**src/dtf_pkg.sv**
```systemverilog
// ----------------------------------------------------------------------------
// dtf_pkg
// Types, constants and the month length table shared by the day count to
// FAT timestamp converter.
// ----------------------------------------------------------------------------
package dtf_pkg;

  localparam int unsigned EpochYear   = 1978;
  localparam int unsigned FatBaseYear = 1980;

  // Residues of the epoch year, used to seed the leap counters.
  localparam logic [1:0] EpochMod4   = 2'(EpochYear % 4);
  localparam logic [6:0] EpochMod100 = 7'(EpochYear % 100);
  localparam logic [8:0] EpochMod400 = 9'(EpochYear % 400);

  localparam logic [8:0] DaysYear     = 9'd365;
  localparam logic [8:0] DaysLeapYear = 9'd366;

  localparam logic [3:0] MonthJan = 4'd1;
  localparam logic [3:0] MonthFeb = 4'd2;
  localparam logic [3:0] MonthApr = 4'd4;
  localparam logic [3:0] MonthJun = 4'd6;
  localparam logic [3:0] MonthSep = 4'd9;
  localparam logic [3:0] MonthNov = 4'd11;
  localparam logic [3:0] MonthDec = 4'd12;

  typedef struct packed {
    logic [15:0] day_count;
    logic [7:0]  hour_bcd;
    logic [7:0]  minute_bcd;
    logic [7:0]  second_bcd;
  } in_item_t;

  typedef struct packed {
    logic [4:0]  day_of_month;
    logic [3:0]  month_number;
    logic [11:0] year_number;
    logic [15:0] fat_date;
    logic [15:0] fat_time;
  } out_item_t;

  // Control from the sequencer to the year tracker.
  typedef struct packed {
    logic init;
    logic step;
  } year_ctrl_t;

  function automatic logic [8:0] month_len(input logic [3:0] month, input logic leap);
    logic [8:0] len;
    begin
      len = 9'd31;
      if (month == MonthApr || month == MonthJun || month == MonthSep ||
          month == MonthNov) begin
        len = 9'd30;
      end else if (month == MonthFeb) begin
        len = leap ? 9'd29 : 9'd28;
      end
      return len;
    end
  endfunction

endpackage

```
**src/dtf_year.sv**
```systemverilog
// ----------------------------------------------------------------------------
// dtf_year
// Year counter with mod 4, 100 and 400 residues for the Gregorian leap test.
// ----------------------------------------------------------------------------
module dtf_year (
  input  logic                clk,
  input  logic                rst_n,
  input  dtf_pkg::year_ctrl_t ctrl,
  output logic [11:0]         year,
  output logic                leap
);
  import dtf_pkg::*;

  logic [11:0] year_r, year_nxt;
  logic [1:0]  m4_r, m4_nxt;
  logic [6:0]  m100_r, m100_nxt;
  logic [8:0]  m400_r, m400_nxt;

  always_comb begin
    year_nxt = year_r;
    m4_nxt   = m4_r;
    m100_nxt = m100_r;
    m400_nxt = m400_r;
    if (ctrl.init) begin
      year_nxt = 12'(EpochYear);
      m4_nxt   = EpochMod4;
      m100_nxt = EpochMod100;
      m400_nxt = EpochMod400;
    end else if (ctrl.step) begin
      year_nxt = year_r + 12'd1;
      m4_nxt   = m4_r + 2'd1;
      m100_nxt = (m100_r == 7'd99)  ? 7'd0 : m100_r + 7'd1;
      m400_nxt = (m400_r == 9'd399) ? 9'd0 : m400_r + 9'd1;
    end
  end

  always_ff @(posedge clk) begin
    if (!rst_n) begin
      year_r <= 12'(EpochYear);
      m4_r   <= EpochMod4;
      m100_r <= EpochMod100;
      m400_r <= EpochMod400;
    end else begin
      year_r <= year_nxt;
      m4_r   <= m4_nxt;
      m100_r <= m100_nxt;
      m400_r <= m400_nxt;
    end
  end

  assign year = year_r;
  assign leap = ((m4_r == 2'd0) && (m100_r != 7'd0)) || (m400_r == 9'd0);

endmodule

```
**src/dtf_sub.sv**
```systemverilog
// ----------------------------------------------------------------------------
// dtf_sub
// Shared compare and subtract unit: takes a year or month length off the
// remaining day count when the count exceeds it.
// ----------------------------------------------------------------------------
module dtf_sub (
  input  logic [15:0] left,
  input  logic [8:0]  len,
  output logic        gt,
  output logic [15:0] diff
);
  import dtf_pkg::*;

  logic [16:0] d;

  assign d    = {1'b0, left} - {8'd0, len};
  // left > len exactly when left - len neither borrows nor is zero
  assign gt   = !d[16] && (d[15:0] != 16'd0);
  assign diff = d[15:0];

endmodule

```
**src/dtf_pack.sv**
```systemverilog
// ----------------------------------------------------------------------------
// dtf_pack
// BCD conversion and FAT date/time word packing.
// ----------------------------------------------------------------------------
module dtf_pack (
  input  logic [15:0]       left,
  input  logic [3:0]        month,
  input  logic [11:0]       year,
  input  dtf_pkg::in_item_t item,
  output dtf_pkg::out_item_t res
);
  import dtf_pkg::*;

  function automatic logic [7:0] bcd_bin(input logic [7:0] b);
    logic [7:0] hi;
    begin
      hi = {4'd0, b[7:4]};
      return (hi << 3) + (hi << 1) + {4'd0, b[3:0]};
    end
  endfunction

  logic [7:0]  hour_v, min_v, sec_v;
  logic [11:0] yoff;

  assign hour_v = bcd_bin(item.hour_bcd);
  assign min_v  = bcd_bin(item.minute_bcd);
  assign sec_v  = bcd_bin(item.second_bcd);
  assign yoff   = year - 12'(FatBaseYear);

  assign res.day_of_month = left[4:0];
  assign res.month_number = month;
  assign res.year_number  = year;
  assign res.fat_date     = left + {7'd0, month, 5'd0} + {yoff[6:0], 9'd0};
  assign res.fat_time     = {9'd0, sec_v[7:1]} + {3'd0, min_v, 5'd0} +
                            {hour_v[4:0], 11'd0};

endmodule

```
**src/day_count_to_fat_timestamp.sv**
```systemverilog
// ----------------------------------------------------------------------------
// day_count_to_fat_timestamp
// Converts a day count (day 1 = 1 Jan 1978) and BCD time into day, month,
// year and packed FAT date and time words.
// ----------------------------------------------------------------------------
// An item is taken when start is high and busy is low. The result appears on
// out_item for exactly one cycle with out_valid high; the receiver cannot
// stall it. One compare/subtract unit removes one year per cycle, then one
// month per cycle: it takes off 0 to 179 whole years and then 0 to 11
// whole months. busy drops in the cycle the result is shown, so the next
// item may start then.
// ----------------------------------------------------------------------------
module day_count_to_fat_timestamp (
  input  logic                clk,
  input  logic                rst_n,
  input  logic                start,
  output logic                busy,
  input  dtf_pkg::in_item_t   in_item,
  output logic                out_valid,
  output dtf_pkg::out_item_t  out_item
);
  import dtf_pkg::*;

  typedef enum logic [1:0] {
    S_IDLE,
    S_YEAR,
    S_MONTH
  } state_t;

  state_t     state_r, state_nxt;
  in_item_t   item_r, item_nxt;
  logic [15:0] left_r, left_nxt;
  logic [3:0]  month_r, month_nxt;
  logic        out_valid_r, out_valid_nxt;
  out_item_t   out_r, out_nxt;

  year_ctrl_t  yctrl;
  logic [11:0] year;
  logic        leap;
  logic [8:0]  len;
  logic        gt;
  logic [15:0] diff;
  out_item_t   packed_res;

  dtf_year u_year (
    .clk  (clk),
    .rst_n(rst_n),
    .ctrl (yctrl),
    .year (year),
    .leap (leap)
  );

  assign len = (state_r == S_YEAR) ? (leap ? DaysLeapYear : DaysYear)
                                   : month_len(month_r, leap);

  dtf_sub u_sub (
    .left(left_r),
    .len (len),
    .gt  (gt),
    .diff(diff)
  );

  dtf_pack u_pack (
    .left (left_r),
    .month(month_r),
    .year (year),
    .item (item_r),
    .res  (packed_res)
  );

  always_comb begin
    state_nxt     = state_r;
    item_nxt      = item_r;
    left_nxt      = left_r;
    month_nxt     = month_r;
    out_valid_nxt = 1'b0;
    out_nxt       = out_r;
    yctrl.init    = 1'b0;
    yctrl.step    = 1'b0;
    case (state_r)
      S_IDLE: begin
        if (start) begin
          item_nxt   = in_item;
          left_nxt   = in_item.day_count;
          month_nxt  = MonthJan;
          yctrl.init = 1'b1;
          state_nxt  = S_YEAR;
        end
      end
      S_YEAR: begin
        if (gt) begin
          left_nxt   = diff;
          yctrl.step = 1'b1;
        end else begin
          state_nxt = S_MONTH;
        end
      end
      S_MONTH: begin
        if (month_r != MonthDec && gt) begin
          left_nxt  = diff;
          month_nxt = month_r + 4'd1;
        end else begin
          out_nxt       = packed_res;
          out_valid_nxt = 1'b1;
          state_nxt     = S_IDLE;
        end
      end
      default: begin
        state_nxt = S_IDLE;
      end
    endcase
  end

  always_ff @(posedge clk) begin
    if (!rst_n) begin
      state_r     <= S_IDLE;
      out_valid_r <= 1'b0;
      month_r     <= MonthJan;
    end else begin
      state_r     <= state_nxt;
      out_valid_r <= out_valid_nxt;
      month_r     <= month_nxt;
    end
    item_r <= item_nxt;
    left_r <= left_nxt;
    out_r  <= out_nxt;
  end

  assign busy      = (state_r != S_IDLE);
  assign out_valid = out_valid_r;
  assign out_item  = out_r;

  a_start_busy: assert property (@(posedge clk) disable iff (!rst_n)
    (start && !busy) |=> busy)
    else $error("accepted item did not raise busy");

  a_strobe_single: assert property (@(posedge clk) disable iff (!rst_n)
    out_valid |=> !out_valid)
    else $error("result strobe longer than one cycle");

  a_strobe_idle: assert property (@(posedge clk) disable iff (!rst_n)
    out_valid |-> (state_r == S_IDLE) && $past(state_r == S_MONTH))
    else $error("result shown outside month loop exit");

  a_month_range: assert property (@(posedge clk) disable iff (!rst_n)
    (state_r == S_MONTH) |-> (month_r >= MonthJan) && (month_r <= MonthDec))
    else $error("month counter out of range");

  a_out_year: assert property (@(posedge clk) disable iff (!rst_n)
    out_valid |-> (out_item.year_number >= 12'(EpochYear)) &&
                  (out_item.year_number <= 12'd2157))
    else $error("result year out of range");

endmodule
```
**config.mk**
```make
export PLATFORM = sky130hd
export DESIGN_NAME = day_count_to_fat_timestamp
export DESIGN_NICKNAME = d
export VERILOG_FILES = /design/src/dtf_pkg.sv /design/src/dtf_year.sv /design/src/dtf_sub.sv /design/src/dtf_pack.sv /design/src/day_count_to_fat_timestamp.sv
export SDC_FILE = /design/constraint.sdc
export NUM_CORES = 1
export LEC_CHECK = 0
export BUFFER_PORTS_ARGS = -buffer_cell sky130_fd_sc_hd__buf_4
export CAP_MARGIN = 40
export CORE_ASPECT_RATIO = 1.5
export CORE_UTILIZATION = 58
export DETAILED_ROUTE_END_ITERATION = 7
export PLACE_DENSITY = 0.93
export SLEW_MARGIN = 10
export SYNTH_ARGS = -nofsm -noshare
export SYNTH_HDL_FRONTEND = slang
export SYNTH_SLANG_ARGS = --single-unit
```
**constraint.sdc**
```tcl
create_clock -name clk -period 6.2 [get_ports clk]
set_input_delay 1.24 -clock clk [delete_from_list [all_inputs] [get_ports clk]]
set_output_delay 1.24 -clock clk [all_outputs]
set_load 0.02 [all_outputs]
```
==> results.json <==
{
  "status": "finished, final reports clean",
  "layout_min_cycle_time_ns": 4.968,
  "power_frac_seq_pct": 38.7,
  "clock-sinks": 124,
  "p_clk_share_pct": 37.0,
  "row_count": 47,
  "hold_ws_ns": 0.4653,
  "cts_hold_buf": 0,
  "final_util_pct": 73.28,
  "switching_share_pct": 30.71,
  "cap_violations": 0,
  "grt_max_degree": 50,
  "worst_ep_arrival_time_ns": 5.02,
  "relSlewSlack_pct": 37.28,
  "firstDrtPassIters": 6,
  "grt_usage_pct": 29.93,
  "dp_hpwl_um": 10990,
  "clk_path_buf_depth": 2,
  "criticalPathCategory": "flop to flop",
  "cp-end-kind": "flop",
  "die-area_um2": 12060,
  "syn-cell-area_um2": 6736,
  "cts_tree": "done",
  "p_leak_uw": 0.003325,
  "worst_slew_pin_slew_ns": 0.9378,
  "synthFlopType": "edfxtp_1",
  "num_vias": 5435,
  "synth-seq-area-share_pct": 49.78,
  "grt_pass1_wl_um": 27420,
  "cpMaxStageDelayCell": "buf_4",
  "critical_path.top_delay_family": "compound AO/OA/AOI/OAI gates",
  "dpl_cell_area_um2": 7601,
  "postCtsResizedCells": 0,
  "antenna_cells": 0,
  "final.setup_skew_ns": 0.009068,
  "p_per_area_nw_per_um2": 323.8,
  "switchingPower_uw": 814.2,
  "worstPathMaxFanout": 49,
  "ios": 98,
  "post_cts_buffers": 0,
  "setup_slack_ns": 1.232,
  "numCtsBuffers": 17,
  "fin_area_um2": 8188,
  "grt_pass1_vias": 5476,
  "area_delta_synth_final_pct": 21.55,
  "p_int_uw": 1837,
  "clk_latency_ns": 0.42,
  "port_buffers": 96,
  "ys_types": 66,
  "core_area_um2": 11170,
  "path_depth": 18,
  "fin_setup_tns_ns": 0,
  "root_buffer": "clkbuf_16",
  "die_x_um": 90.00,
  "slew_violations": 0,
  "ant_nets": 0,
  "holdCritPathClass": "flop to flop",
  "critPathRequiredTime_ns": 6.25,
  "die_h_um": 134.0,
  "start_kind": "flop",
  "wirelength_um": 17580,
  "r2r-end": "out_item[6]$_DFFE_PP_",
  "regToRegSetupSlack_ns": 1.23,
  "post-place-ws_ns": 1.416,
  "max_freq_ghz": 0.2013,
  "finalSetupViolCount": 0,
  "initial_core_util_pct": 60.29,
  "synth-edff-count": 87,
  "final.period_utilization_pct": 80.13,
  "nets": 818,
  "crit_chain": "inv_1 > ha_1 > nor2_1 > nor2_1 > a21oi_1 > o21ai_0 > o21ai_0 > ha_1 > fa_1 > and4b_4 > o311a_4 > or2_0 > o31ai_1 > o2111ai_2 > buf_4 > and2_4 > a21boi_4 > buf_4",
  "syn_area_per_cell_um2": 11.01,
  "r2r_cells": 18,
  "synth_seq_cells": 124,
  "rsz0062_at_grt": "no",
  "wire_per_inst_um": 20.13,
  "p_comb_share_pct": 24.4,
  "h-tree-depth": 4,
  "clk_pin_slew_worst_paths_ns": 0.06,
  "drtIter0Drc": 693,
  "netlist_instances": 612,
  "drc_errors": 0,
  "cpPeakStageDelay_ns": 0.55,
  "rr_startpoint": "month_r[1]$_SDFFE_PN0P_",
  "post_route_cells_drive_above_1_share_pct": 20.66,
  "antenna_found_initial": 0,
  "yosysWarnings": 0,
  "hold_viol": 0,
  "path_buf_inv": 3,
  "startpoint": "month_r[1]$_SDFFE_PN0P_",
  "num-fill-cells": 660,
  "viasPerCell": 6.226,
  "place.gp.congestion": 0.8694,
  "endpoint": "out_item[6]$_DFFE_PP_",
  "syn_nets": 717,
  "grt-ovfl-total": 0,
  "peakVddDrop_mv": 0.2057,
  "synthArstFlopShare_pct": 0
}
[registers in the layout (all words and copies together) (netlist names)]
register / count
left_r: 16
state_r: 2
item_r: 23
u_year.year: 12
u_year.m100_r: 7
out_item: 48
month_r: 4
out_valid: 1
u_year.m400_r: 9
u_year.m4_r: 2
[synthesized netlist by cell type, types with 3 or more instances]
library cell	count	area [um2]
a21o_1	10	75.07
a21oi_1	30	150.1
a31oi_1	7	43.79
and2_1	3	18.77
and3_1	3	18.77
buf_4	7	52.55
clkbuf_1	7	26.28
dfxtp_1	37	740.7
edfxtp_1	87	2613
fa_1	9	180.2
ha_1	53	663.1
inv_1	40	150.1
mux2i_1	5	50.05
nand2_1	43	161.4
nand2b_1	3	18.77
nand3_1	45	225.2
nand3b_1	3	22.52
nand4_1	7	43.79
nor2_1	43	161.4
nor2b_1	11	68.82
nor3_1	6	30.03
nor4_1	4	25.02
o21a_1	6	45.04
o21ai_0	21	105.1
o21ai_1	7	35.03
o31a_1	4	35.03
o31ai_1	6	45.04
or3_1	7	43.79
or4_1	5	37.54
xnor2_1	25	219.0
xor2_1	25	219.0
[cells in the final DEF, fill, tap and decap left out, types with 3 or more instances in the layout]
cell type	count
clkbuf_16	17
clkinvlp_4	5
nand2b_1	3
o21ai_1	7
edfxtp_1	87
nor3_1	6
xor2_1	25
a21oi_1	30
ha_1	53
a31oi_1	7
clkinv_4	4
or4_1	5
nor4_1	4
dfxtp_1	37
o31a_1	4
a21o_1	10
or3_1	7
clkinv_2	3
nand3_1	45
o21ai_0	21
fa_1	9
nand3b_1	3
buf_4	99
nor2_1	43
nand4_1	7
o31ai_1	6
nand2_1	43
and2_1	3
mux2i_1	5
xnor2_1	25
o21a_1	6
inv_1	40
and3_1	3
nor2b_1	11
[worst min-delay path by stage]
| stage | start | endpoint | slack, ns | cells past startpoint |
|---|---|---|---|---|
| 2_1_floorplan | u_year.year[11]$_SDFFE_PP0P_ | out_item[43]$_DFFE_PP_ | 0.42 | 0 |
| 3_3_place_gp | u_year.year[11]$_SDFFE_PP0P_ | out_item[43]$_DFFE_PP_ | 0.43 | 0 |
| 3_5_place_dp | left_r[0]$_DFFE_PP_ | out_item[48]$_DFFE_PP_ | 0.44 | 0 |
| 4_1_cts | u_year.year[11]$_SDFFE_PP0P_ | out_item[43]$_DFFE_PP_ | 0.46 | 0 |
| 5_1_grt | u_year.year[11]$_SDFFE_PP0P_ | out_item[43]$_DFFE_PP_ | 0.47 | 0 |
| 6_report | u_year.year[11]$_SDFFE_PP0P_ | out_item[43]$_DFFE_PP_ | 0.47 | 0 |
[through the flow]
stage                     total power, uW  std cells
final                                2651        873
after global routing                 2741        873
after CTS                            2638        873
after detailed placement             1644        841
after global placement               1583        840
after floorplan                      1480        612
[cell families (layout without fill, tap and decap cells)]
kind of cell	after synthesis	after routing	synth area share (%)
AOI/OAI and AO/OA	110	110	10.92
buffers and inverters	59	173	3.919
adders and majority gates	62	62	12.52
and+or+nand+nor	200	200	15.29
DFF	124	124	49.78
muxes	7	7	1.077
xor gates and xnor gates	50	50	6.501
[area by class of cell]
cell class / count / area (um2) / share of cell area, %
clock inverters: 14 / 147.6 / 1.803
inverters: 41 / 153.9 / 1.880
flip-flops and latches: 124 / 3353 / 40.95
repair buffers: 100 / 770.7 / 9.413
well taps: 147 / 183.9 / 2.246
multi-input cells: 429 / 3139 / 38.34
clock buffers: 18 / 439.2 / 5.364
[power by group through the flow]
stage / registers (uW) / logic, uW / clock network [uW]
floorplan: 1020 / 461 / 0
global placement: 1030 / 548 / 0
detailed placement: 1040 / 606 / 0
CTS: 1020 / 636 / 980
global route: 1030 / 704 / 1010
finish: 1030 / 646 / 980
[per-layer routing]
metal | track usage [%] | share of wire [%]
met1 | 30.47 | 34
met2 | 56.75 | 55
met3 | 6.463 | 6.7
met4 | 15.95 | 4.8
met5 | 0 | 0
No activity file was read; power rests on OpenSTA's default activity.
